**config.mk**
```make
export PLATFORM = sky130hd
export DESIGN_NAME = reversible_stack_flat
export DESIGN_NICKNAME = d
export VERILOG_FILES = /design/src/hdl/rs_pkg.sv /design/src/hdl/rs_if.sv /design/src/hdl/reversible_stack.sv /design/src/hdl/rs_front.sv /design/src/hdl/rs_back.sv /design/src/flat_wrapper.sv
export SDC_FILE = /design/constraint.sdc
export NUM_CORES = 2
export LEC_CHECK = 0
export BUFFER_PORTS_ARGS = -buffer_cell sky130_fd_sc_hd__clkbuf_2
export CAP_MARGIN = 10
export CORE_UTILIZATION = 45
export DETAILED_ROUTE_END_ITERATION = 12
export HOLD_SLACK_MARGIN = 0.02
export SETUP_SLACK_MARGIN = 0.1
export SYNTH_ARGS = -nofsm -noshare
export SYNTH_HDL_FRONTEND = slang
export SYNTH_SLANG_ARGS = --single-unit
```
**constraint.sdc**
```tcl
create_clock -name clk -period 10.88 [get_ports clk]
set_input_delay 1.088 -clock clk [delete_from_list [all_inputs] [get_ports clk]]
set_output_delay 1.088 -clock clk [all_outputs]
set_load 0.02 [all_outputs]
```
**src/hdl/rs_pkg.sv**
```systemverilog
// Shared types and constants for the reversible stack.
// No dependencies.
package rs_pkg;

	localparam int WORD_W = 32;

	typedef enum logic [1:0] {
		OP_PUSH    = 2'd0,
		OP_POP     = 2'd1,
		OP_REVERSE = 2'd2,
		OP_PRINT   = 2'd3
	} op_t;

	typedef struct packed {
		op_t                     op;
		logic signed [WORD_W-1:0] value;
	} cmd_t;

	typedef struct packed {
		logic signed [WORD_W-1:0] entry_value;
		logic                     last_entry;
		logic                     list_empty;
		logic                     overflow_seen;
	} res_t;

endpackage

```
**src/hdl/rs_if.sv**
```systemverilog
// Request and result channel interfaces for the reversible stack.
// Depends on rs_pkg for the word width.
interface rs_in_if;
	logic                             valid;
	logic                             ready;
	logic [1:0]                       mode;
	logic signed [rs_pkg::WORD_W-1:0] push_value;

	modport source (output valid, output mode, output push_value, input ready);
	modport sink   (input valid, input mode, input push_value, output ready);
endinterface

interface rs_out_if;
	logic                             valid;
	logic                             ready;
	logic signed [rs_pkg::WORD_W-1:0] entry_value;
	logic                             last_entry;
	logic                             list_empty;
	logic                             overflow_seen;

	modport source (output valid, output entry_value, output last_entry,
		output list_empty, output overflow_seen, input ready);
	modport sink   (input valid, input entry_value, input last_entry,
		input list_empty, input overflow_seen, output ready);
endinterface

```
**src/hdl/reversible_stack.sv**
```systemverilog
// Reversible stack of signed 32-bit words.
// cmd_in carries mode (push, pop, reverse, print) and push_value; a request
// is taken when valid and ready are high at a rising edge of clk.
// res_out carries one result per stored entry for a print, front first, with
// last_entry on the final one; a print of an empty stack gives one result
// with list_empty and last_entry set and entry_value zero. overflow_seen is
// the sticky flag set by a push onto a full stack.
// Requests pass a two-deep command queue, then the back end executes them.
// Push, pop and reverse update the stack registers at the edge at which the
// back end takes them from the queue. A print first takes the request and
// loads the read pointer, then reads one entry per cycle while the result
// buffer has room, limited by the single read port of the ring store; the
// first result passes queue, read pointer, read register and result buffer.
// A two-entry result buffer lets the front keep taking requests while a
// result waits; if res_out stalls, the print sequencer pauses and the queue
// fills, then cmd_in.ready drops.
// Reset (arst_n low) empties the stack and queues and clears the overflow
// flag; the store contents are left as they are and no clearing pass runs.
module reversible_stack #(
	parameter int DEPTH = 64
) (
	input  logic     clk,
	input  logic     arst_n,
	rs_in_if.sink    cmd_in,
	rs_out_if.source res_out
);

	logic         cmd_valid;
	logic         cmd_ready;
	rs_pkg::cmd_t cmd;

	rs_front u_front (
		.clk       (clk),
		.arst_n    (arst_n),
		.cmd_in    (cmd_in),
		.cmd_valid (cmd_valid),
		.cmd_ready (cmd_ready),
		.cmd       (cmd)
	);

	rs_back #(
		.DEPTH (DEPTH)
	) u_back (
		.clk       (clk),
		.arst_n    (arst_n),
		.cmd_valid (cmd_valid),
		.cmd_ready (cmd_ready),
		.cmd       (cmd),
		.res_out   (res_out)
	);

endmodule

```
**src/hdl/rs_front.sv**
```systemverilog
// Front end: takes requests, decodes the command and queues it (two deep).
// Depends on rs_pkg and rs_in_if.
module rs_front (
	input  logic          clk,
	input  logic          arst_n,
	rs_in_if.sink         cmd_in,
	output logic          cmd_valid,
	input  logic          cmd_ready,
	output rs_pkg::cmd_t  cmd
);

	rs_pkg::cmd_t slot_q [2];
	logic         wr_ptr_q;
	logic         rd_ptr_q;
	logic [1:0]   cnt_q;
	logic         push;
	logic         pop;
	rs_pkg::cmd_t dec;

	always_comb begin
		dec.op    = rs_pkg::op_t'(cmd_in.mode);
		// value only matters for a push
		dec.value = (dec.op == rs_pkg::OP_PUSH) ? cmd_in.push_value : '0;
	end

	assign cmd_in.ready = (cnt_q != 2'd2);
	assign push         = cmd_in.valid && cmd_in.ready;
	assign cmd_valid    = (cnt_q != 2'd0);
	assign pop          = cmd_valid && cmd_ready;
	assign cmd          = slot_q[rd_ptr_q];

	always_ff @(posedge clk) begin
		if (push) begin
			slot_q[wr_ptr_q] <= dec;
		end
	end

	always_ff @(posedge clk or negedge arst_n) begin
		if (!arst_n) begin
			wr_ptr_q <= 1'b0;
			rd_ptr_q <= 1'b0;
			cnt_q    <= 2'd0;
		end else begin
			if (push) begin
				wr_ptr_q <= ~wr_ptr_q;
			end
			if (pop) begin
				rd_ptr_q <= ~rd_ptr_q;
			end
			cnt_q <= cnt_q + {1'b0, push} - {1'b0, pop};
		end
	end

endmodule

```
**src/hdl/rs_back.sv**
```systemverilog
// Back end: ring store, stack pointers, print sequencer and result buffer.
// Depends on rs_pkg and rs_out_if.
module rs_back #(
	parameter int DEPTH = 64
) (
	input  logic          clk,
	input  logic          arst_n,
	input  logic          cmd_valid,
	output logic          cmd_ready,
	input  rs_pkg::cmd_t  cmd,
	rs_out_if.source      res_out
);

	localparam int IW = $clog2(DEPTH);
	localparam int CW = $clog2(DEPTH + 1);
	localparam logic [IW-1:0] LAST_SLOT = IW'(DEPTH - 1);
	localparam logic [IW:0]   DEPTH_W   = (IW + 1)'(DEPTH);
	localparam logic [CW-1:0] FULL_CNT  = CW'(DEPTH);

	localparam logic ST_IDLE  = 1'b0;
	localparam logic ST_PRINT = 1'b1;

	logic signed [rs_pkg::WORD_W-1:0] mem [DEPTH];
	logic signed [rs_pkg::WORD_W-1:0] mem_rd_q;

	logic          state_q;
	logic [IW-1:0] bottom_q;
	logic [CW-1:0] count_q;
	logic          flipped_q;
	logic          ovf_q;
	logic [IW-1:0] ptr_q;
	logic [CW-1:0] remain_q;
	logic          rd_pend_q;
	logic          rd_last_q;
	logic          rd_empty_q;

	rs_pkg::res_t  ob_q [2];
	logic          ob_wr_q;
	logic          ob_rd_q;
	logic [1:0]    ob_cnt_q;

	logic          take;
	logic          ob_pop;
	logic [2:0]    occ;
	logic          issue;
	logic          issue_last;
	logic          wr_en;
	logic [IW-1:0] wr_addr;
	logic [IW-1:0] bottom_dec;
	logic [IW-1:0] bottom_inc;
	logic [IW:0]   top_sum;
	logic [IW-1:0] top_slot;
	logic [IW:0]   free_sum;
	logic [IW-1:0] free_slot;
	rs_pkg::res_t  res_new;

	assign cmd_ready = (state_q == ST_IDLE);
	assign take      = cmd_valid && cmd_ready;

	assign bottom_dec = (bottom_q == '0) ? LAST_SLOT : bottom_q - 1'b1;
	assign bottom_inc = (bottom_q == LAST_SLOT) ? '0 : bottom_q + 1'b1;

	// slot of the entry farthest above bottom_q and first free slot above it, mod DEPTH
	always_comb begin
		top_sum   = {1'b0, bottom_q} + (IW + 1)'(count_q) - 1'b1;
		top_slot  = (top_sum >= DEPTH_W) ? IW'(top_sum - DEPTH_W) : top_sum[IW-1:0];
		free_sum  = {1'b0, bottom_q} + (IW + 1)'(count_q);
		free_slot = (free_sum >= DEPTH_W) ? IW'(free_sum - DEPTH_W) : free_sum[IW-1:0];
	end

	assign wr_en   = take && (cmd.op == rs_pkg::OP_PUSH) && (count_q != FULL_CNT);
	assign wr_addr = flipped_q ? bottom_dec : free_slot;

	// read issue only when the result buffer will have room for the data
	assign ob_pop     = res_out.valid && res_out.ready;
	assign occ        = {1'b0, ob_cnt_q} + {2'b0, rd_pend_q} - {2'b0, ob_pop};
	assign issue      = (state_q == ST_PRINT) && (occ < 3'd2);
	assign issue_last = (count_q == '0) || (remain_q == CW'(1));

	always_ff @(posedge clk) begin
		if (wr_en) begin
			mem[wr_addr] <= cmd.value;
		end
		if (issue) begin
			mem_rd_q   <= mem[ptr_q];
			rd_last_q  <= issue_last;
			rd_empty_q <= (count_q == '0);
		end
	end

	always_ff @(posedge clk or negedge arst_n) begin
		if (!arst_n) begin
			state_q   <= ST_IDLE;
			bottom_q  <= '0;
			count_q   <= '0;
			flipped_q <= 1'b0;
			ovf_q     <= 1'b0;
			ptr_q     <= '0;
			remain_q  <= '0;
			rd_pend_q <= 1'b0;
		end else begin
			rd_pend_q <= issue;
			unique case (state_q)
				ST_IDLE: begin
					if (take) begin
						unique case (cmd.op)
							rs_pkg::OP_PUSH: begin
								if (count_q == FULL_CNT) begin
									ovf_q <= 1'b1;
								end else begin
									if (flipped_q) begin
										bottom_q <= bottom_dec;
									end
									count_q <= count_q + 1'b1;
								end
							end
							rs_pkg::OP_POP: begin
								if (count_q != '0) begin
									if (flipped_q) begin
										bottom_q <= bottom_inc;
									end
									count_q <= count_q - 1'b1;
								end
							end
							rs_pkg::OP_REVERSE: begin
								flipped_q <= ~flipped_q;
							end
							rs_pkg::OP_PRINT: begin
								ptr_q    <= flipped_q ? bottom_q : top_slot;
								remain_q <= count_q;
								state_q  <= ST_PRINT;
							end
							default: begin
							end
						endcase
					end
				end
				ST_PRINT: begin
					if (issue) begin
						if (flipped_q) begin
							ptr_q <= (ptr_q == LAST_SLOT) ? '0 : ptr_q + 1'b1;
						end else begin
							ptr_q <= (ptr_q == '0) ? LAST_SLOT : ptr_q - 1'b1;
						end
						remain_q <= remain_q - 1'b1;
						if (issue_last) begin
							state_q <= ST_IDLE;
						end
					end
				end
				default: begin
					state_q <= ST_IDLE;
				end
			endcase
		end
	end

	always_comb begin
		res_new.entry_value   = rd_empty_q ? '0 : mem_rd_q;
		res_new.last_entry    = rd_last_q;
		res_new.list_empty    = rd_empty_q;
		res_new.overflow_seen = ovf_q;
	end

	always_ff @(posedge clk) begin
		if (rd_pend_q) begin
			ob_q[ob_wr_q] <= res_new;
		end
	end

	always_ff @(posedge clk or negedge arst_n) begin
		if (!arst_n) begin
			ob_wr_q  <= 1'b0;
			ob_rd_q  <= 1'b0;
			ob_cnt_q <= 2'd0;
		end else begin
			if (rd_pend_q) begin
				ob_wr_q <= ~ob_wr_q;
			end
			if (ob_pop) begin
				ob_rd_q <= ~ob_rd_q;
			end
			ob_cnt_q <= ob_cnt_q + {1'b0, rd_pend_q} - {1'b0, ob_pop};
		end
	end

	assign res_out.valid         = (ob_cnt_q != 2'd0);
	assign res_out.entry_value   = ob_q[ob_rd_q].entry_value;
	assign res_out.last_entry    = ob_q[ob_rd_q].last_entry;
	assign res_out.list_empty    = ob_q[ob_rd_q].list_empty;
	assign res_out.overflow_seen = ob_q[ob_rd_q].overflow_seen;

endmodule

```
**src/flat_wrapper.sv**
```systemverilog
// flat-port wrapper written by rule: the top's interface ports become plain ports
module reversible_stack_flat 
#(
	parameter int DEPTH = 64
)
  (clk, arst_n, cmd_in_valid, cmd_in_mode, cmd_in_push_value, cmd_in_ready, res_out_valid, res_out_entry_value, res_out_last_entry, res_out_list_empty, res_out_overflow_seen, res_out_ready);
  rs_in_if cmd_in_i ();
  rs_out_if res_out_i ();
  input  logic clk;
  input  logic arst_n;
  input wire logic [$bits(cmd_in_i.valid)-1:0] cmd_in_valid;
  input wire logic [$bits(cmd_in_i.mode)-1:0] cmd_in_mode;
  input wire logic [$bits(cmd_in_i.push_value)-1:0] cmd_in_push_value;
  output wire logic [$bits(cmd_in_i.ready)-1:0] cmd_in_ready;
  output wire logic [$bits(res_out_i.valid)-1:0] res_out_valid;
  output wire logic [$bits(res_out_i.entry_value)-1:0] res_out_entry_value;
  output wire logic [$bits(res_out_i.last_entry)-1:0] res_out_last_entry;
  output wire logic [$bits(res_out_i.list_empty)-1:0] res_out_list_empty;
  output wire logic [$bits(res_out_i.overflow_seen)-1:0] res_out_overflow_seen;
  input wire logic [$bits(res_out_i.ready)-1:0] res_out_ready;
  assign cmd_in_i.valid = cmd_in_valid;
  assign cmd_in_i.mode = cmd_in_mode;
  assign cmd_in_i.push_value = cmd_in_push_value;
  assign cmd_in_ready = cmd_in_i.ready;
  assign res_out_valid = res_out_i.valid;
  assign res_out_entry_value = res_out_i.entry_value;
  assign res_out_last_entry = res_out_i.last_entry;
  assign res_out_list_empty = res_out_i.list_empty;
  assign res_out_overflow_seen = res_out_i.overflow_seen;
  assign res_out_i.ready = res_out_ready;
  reversible_stack #(.DEPTH(DEPTH)) u_core (.clk(clk), .arst_n(arst_n), .cmd_in(cmd_in_i), .res_out(res_out_i));
endmodule
```
After elaboration in Yosys (flattened, before gate mapping)

Memory sizes are Yosys's and may differ from the RTL's. A register that Yosys moved wholly into a read port is not among the register bits.
Index checks and enable logic that the tools add are counted.

$add $sub $neg: 17
$lt $le $gt $ge: 3
Equality and inequality tests: 16
Multiplexer cells: 38
Bitwise operators: 6
Reductions and logical operators: 21

Operator list:

| kind                | number |
|---|---|
| $mux 6              | 16 |
| $mux 32             | 2 |
| $mux 7              | 5 |
| $pmux 7 s2          | 2 |
| $pmux 6 s2          | 2 |
| $sub 6x1->6 const B | 4 |
| $sub 7x1->7 const B | 3 |
| $ge 7x7->1 const B  | 2 |
| $ne 2x2->1 const B  | 7 |
| $add 6x1->6 const B | 2 |
| $eq 6x6->1 const B  | 2 |
| $logic_not 6->1     | 2 |
| $mux 1              | 10 |
| $add 6x7->7         | 1 |
| $add 7x1->7 const B | 1 |
| $eq 7x1->1 const B  | 1 |
| $eq 7x7->1 const B  | 1 |
| $logic_not 7->1     | 1 |
| $ne 7x7->1 const B  | 1 |
| $reduce_and 7->1    | 1 |
| $reduce_bool 7->1   | 1 |
| $logic_and 1x1->1   | 6 |
| $not 1->1           | 6 |
| $reduce_and 3->1    | 2 |
| 14 further kinds    | 20 |

Register bits: 40
RAM bits: 2,186
Bits of input ports: 38
Output and inout bits: 37
Logic and storage cells: 120
Memories: 3

Memories:

| memory                | depth | width | rd ports | clocked after memory_dff | write ports | line           | source |
|---|---|---|---|---|---|---|---|
| u_core.u_back.mem     | 64    | 32    | 1        | 1                        | 1           | rs_back.sv:23  | `logic signed [rs_pkg::WORD_W-1:0] mem [DEPTH];` |
| u_core.u_back.ob_q    | 2     | 35    | 1        | 0                        | 1           | rs_back.sv:37  | `rs_pkg::res_t ob_q [2];` |
| u_core.u_front.slot_q | 2     | 34    | 1        | 0                        | 1           | rs_front.sv:12 | `rs_pkg::cmd_t slot_q [2];` |

Longest topological paths before layout

Word-level depth: 8
Gate-level depth with buffers: 14
Mapped depth without buffers: 13

Hierarchy

Synthesis repeated with hierarchy kept, for this count alone.

Cell total of the unflattened synthesis: 3,954
Area total of the unflattened synthesis: 86,922.1 µm²

By module, submodules not included:

| module   | instances | cells each | area each (µm²) | sequential area each (µm²) |
|---|---|---|---|---|
| rs_back  | 1         | 3,790      | 84,028.1        | 65,472.8 |
| rs_front | 1         | 164        | 2,894.0         | 2,142.1 |

Worst setup path before layout

OpenSTA, ideal clock, no wires.

Path type: input port to flip-flop
From: input res_out_ready
To: register u_core.u_back.remain_q[2]
Library setup time: 0.077 ns
Data arrival time: 5.944 ns
Data required time: 10.803 ns
Path slack: 4.859 ns
Stages: 12
Path buffers: 2
Path through: and2_1 > ha_1 > inv_1 > ha_1 > fa_1 > xnor2_1 > nor3b_1 > nand2b_1 > buf_2 > buf_2 > o22ai_1 > a21oi_1

Longest elaborated chain between the ends: 6

Ends and longest elaborated chain:

| item                       | line               | source |
|---|---|---|
| start: declaration         | flat_wrapper.sv:20 | `input wire logic [$bits(res_out_i.ready)-1:0] res_out_ready;` |
| $logic_and 1x1->1          | rs_back.sv:75      | `assign ob_pop = res_out.valid && res_out.ready;` |
| $sub 3x1->3                | rs_back.sv:76      | `assign occ = {1'b0, ob_cnt_q} + {2'b0, rd_pend_q} - {2'b0, ob_pop};` |
| $lt 3x2->1                 | rs_back.sv:77      | `assign issue = (state_q == ST_PRINT) && (occ < 3'd2);` |
| $logic_and 1x1->1          | rs_back.sv:77      |  |
| net u_core.u_back.issue    | rs_back.sv:45      | `logic issue;` |
| $ne 2x1->1 (no line)       | --                 |  |
| $reduce_and 3->1 (no line) | --                 |  |
| end signal: assignment     | rs_back.sv:130     | `remain_q <= count_q;` |
| end signal: assignment     | rs_back.sv:145     | `remain_q <= remain_q - 1'b1;` |
| end: declaration           | rs_back.sv:32      | `logic [CW-1:0] remain_q;` |

The timed path passes the listed nets, and every way through them passes these cells.
A chain may end at the register's enable or synchronous reset.

Worst setup path after layout

From: register u_core.u_back.state_q
To: memory u_core.u_back.mem[61][21] (netlist name) (enable)

Longest elaborated chain between the ends: 6

Ends and longest elaborated chain:

| item                           | line           | source |
|---|---|---|
| start: declaration             | rs_back.sv:26  | `logic state_q;` |
| start signal: assignment       | rs_back.sv:93  | `state_q <= ST_IDLE;` |
| start signal: assignment       | rs_back.sv:131 | `state_q <= ST_PRINT;` |
| start signal: assignment       | rs_back.sv:147 | `state_q <= ST_IDLE;` |
| $not 1->1 (no line)            | --             |  |
| $logic_and 1x1->1              | rs_back.sv:58  | `assign take = cmd_valid && cmd_ready;` |
| $logic_and 1x1->1 (2 in a row) | rs_back.sv:71  | `assign wr_en = take && (cmd.op == rs_pkg::OP_PUSH) && (count_q != FULL_CNT);` |
| $mux 1                         | rs_back.sv:81  | `if (wr_en) begin` |
| $mux 1 (implied by the code)   | rs_back.sv:82  | `mem[wr_addr] <= cmd.value;` |
| end: declaration               | rs_back.sv:23  |  |

Every way passes these cells.

==> reports/metrics.csv <==
metric;value;unit
viasPerCell;6.24;
via_count;43200;
grt_max_degree;94;
cts_buffer_depth;3;
cts_made_buffers;219;
yosys_most_used_dff;edfxtp_1;
reg2reg_from;u_core.u_back.state_q$_DFF_PN0_;
ioPinCount;75;
status;complete, no violations;
synth_area;87300;µm²
wl_per_cell;34.6;µm
total_power;28.0;mW
cts.sinks;2258;
worst_clock_skew;33.7;ps
drt_pass1_iterations;5;
crit_type;reg -> reg;
syn_inst;4010;
post-route-util;51.1;%
synthArstFlopShare;1.68;%
drt.antenna.violating_nets;0;
die_height;442;µm
first_global_vias;41800;
final_cell_mix;edfxtp_1, mux4_2, clkbuf_16;
p_sw_share;35.2;%
fin_ws;5930;ps
cts-root-buf;clkbuf_16;
critPathCaptureType;flop;
grt_antenna_before_repair;15;
fmax;0.202;GHz
place_hpwl;141000;µm
dpl_worst_slack;6100;ps
wl;240000;µm
power.internal;18.2;mW
worstPathArrival;5450;ps
r2r-end;u_core.u_back.mem[61][21]$_DFFE_PP_;
min_period_over_period;45.5;%
clock_latency;870;ps
worstRegToRegCells;7;
ys_seq_area_share;77.5;%
dr.first_iter.drc_count;5780;
max_slew_margin;10.5;%
netlist_top_cells_area;edfxtp_1, mux4_2, dfrtp_1;
power_density;285;nW/µm²
post-route-min-period;4950;ps
mostFrequentLayoutCell;edfxtp_1;
design.die.area;196000;µm²
holdBufCountCts;0;
cts_setup_buffers;0;
postCtsResizedCells;0;
cp-start-kind;flop;
synth_top_cell_by_area;edfxtp_1;
worstSetupStartpoint;u_core.u_back.state_q$_DFF_PN0_;
ys_types;67;
place_congestion;0.921;
port_buffers;74;
ff2ff_setup_slack;5930;ps
htree_levels;4;
comb_power_share;32.8;%
rows;161;
drv_cap;0;
rsz0062_at_grt;no;
synth-edff-count;2220;
drc;0;
cts_tree;yes;
cp_max_fo;20;
pwr-share-clk;26.3;%
synth.avg_cell_area;21.8;µm²
endpoint;u_core.u_back.mem[61][21]$_DFFE_PP_;
fin_area;98400;µm²
power.share.sequential;40.9;%
core-area;193000;µm²
drive_above_1_share;27.4;%
area_growth;12.8;%
power.leakage;30.9;nW
setup_viol;0;
ir_drop;0.000176;V
start_util;45.3;%
setup-tns-final;0;ps
ys_ff_latch;2258;
synth_top_area_share;76.4;%
grt_first_pass_wirelength;334000;µm
overflow;0;
track_usage;24.4;%
synth_nets;4074;
timing_hold_violations_final;0;
synth_warnings;0;
clk_pin_slew;60;ps
nets;4280;
worst_pin_slew;1340;ps
holdCritPathClass;in -> async;
power.switching;9.86;mW
slew_viol_final;0;
dieWidth;442;µm
placed_cell_area;91500;µm²
worst-endpoint-required;11380;ps
## layout make-up
cell class | instances | area (µm²)
fill | 15000 | 94100
sequential | 2258 | 67600
multi-input combinational | 1517 | 19100
clock buffer | 277 | 5800
tap | 2526 | 3160
timing repair buffer | 199 | 1500
clock inverter | 125 | 1110
inverter | 21 | 78.8
antenna | 4 | 10.0
## critical path, cell delays in order (launching register included)
cell and delay (ps):
dfrtp_1 640, o21bai_1 390, nor3_1 990, nand2_1 190
nor3_1 340, nand2_1 670, nor2_4 790, buf_4 500
## cell families (layout without fill, tap and decap cells)
logic type,Yosys count,count (layout),share of synthesized area (%)
fa+ha+maj,26,26,0.399
other cells,0,4,0
simple gates,392,392,2.20
xor+xnor,32,32,0.330
flops,2258,2258,77.5
mux,667,667,15.1
buf+inv,235,622,1.32
compound gates,400,400,3.14
## cell usage after synthesis (22+ instances only)
| cell | number |
|---|---|
| a22o_1 | 29 |
| nor2_1 | 135 |
| and2_1 | 38 |
| mux2_2 | 82 |
| edfxtp_1 | 2220 |
| o21ai_1 | 29 |
| o21ai_0 | 31 |
| xnor2_1 | 22 |
| nand3_1 | 33 |
| ha_1 | 23 |
| a21oi_1 | 81 |
| dfrtp_1 | 38 |
| buf_1 | 24 |
| mux4_2 | 512 |
| nor2b_1 | 43 |
| a22oi_1 | 76 |
| nand2_1 | 66 |
| buf_4 | 30 |
| o22ai_1 | 37 |
| mux2i_1 | 72 |
| buf_2 | 79 |
| clkbuf_1 | 73 |
## routing by layer
layer,up-vias,global-route usage [%],part of all wire (%)
met3,328,4.75,9.6
li1,17300,-,-
met4,12,7.45,3.0
met5,-,0,0.030
met2,2199,36.5,46
met1,23400,36.5,42
## stage by stage
step                      hold WS, ps  instances
after global placement            446       6512
final                             315       6927
after floorplan                   421       4010
after global routing              329       6924
after CTS                         272       6920
after detailed placement          447       6518
## power groups by stage
| stage | combinational, mW | clock (mW) | sequential (mW) |
|---|---|---|---|
| final | 9.19 | 7.37 | 11.5 |
| after global routing | 9.55 | 7.78 | 11.5 |
| after CTS | 9.18 | 7.47 | 11.5 |
| after floorplan | 5.36 | 0 | 11.3 |
| after global placement | 9.07 | 0 | 11.6 |
| after detailed placement | 9.16 | 0 | 11.6 |
## worst min path at each step
stage          depth (start not counted)                             endpoint  slack [ps]
2_1_floorplan                          0   u_core.u_back.ob_q[0][2]$_DFFE_PP_         420
3_3_place_gp                           0   u_core.u_back.ob_q[0][2]$_DFFE_PP_         450
3_5_place_dp                           0   u_core.u_back.ob_q[0][2]$_DFFE_PP_         450
4_1_cts                                2  u_core.u_front.wr_ptr_q$_DFFE_PN0P_         270
5_1_grt                                2  u_core.u_front.wr_ptr_q$_DFFE_PN0P_         330
6_report                               2  u_core.u_front.wr_ptr_q$_DFFE_PN0P_         320
## flip-flops by register name, indices dropped and copies added, names as in the netlist, 2 cells and up
register                count
u_core.u_back.mem        2048
u_core.u_back.ob_q         70
u_core.u_front.slot_q      68
u_core.u_back.mem_rd_q     32
u_core.u_back.count_q       7
u_core.u_back.remain_q      7
u_core.u_back.bottom_q      6
u_core.u_back.ptr_q         6
u_core.u_back.ob_cnt_q      2
u_core.u_front.cnt_q        2
No activity file was read; power rests on OpenSTA's default activity.
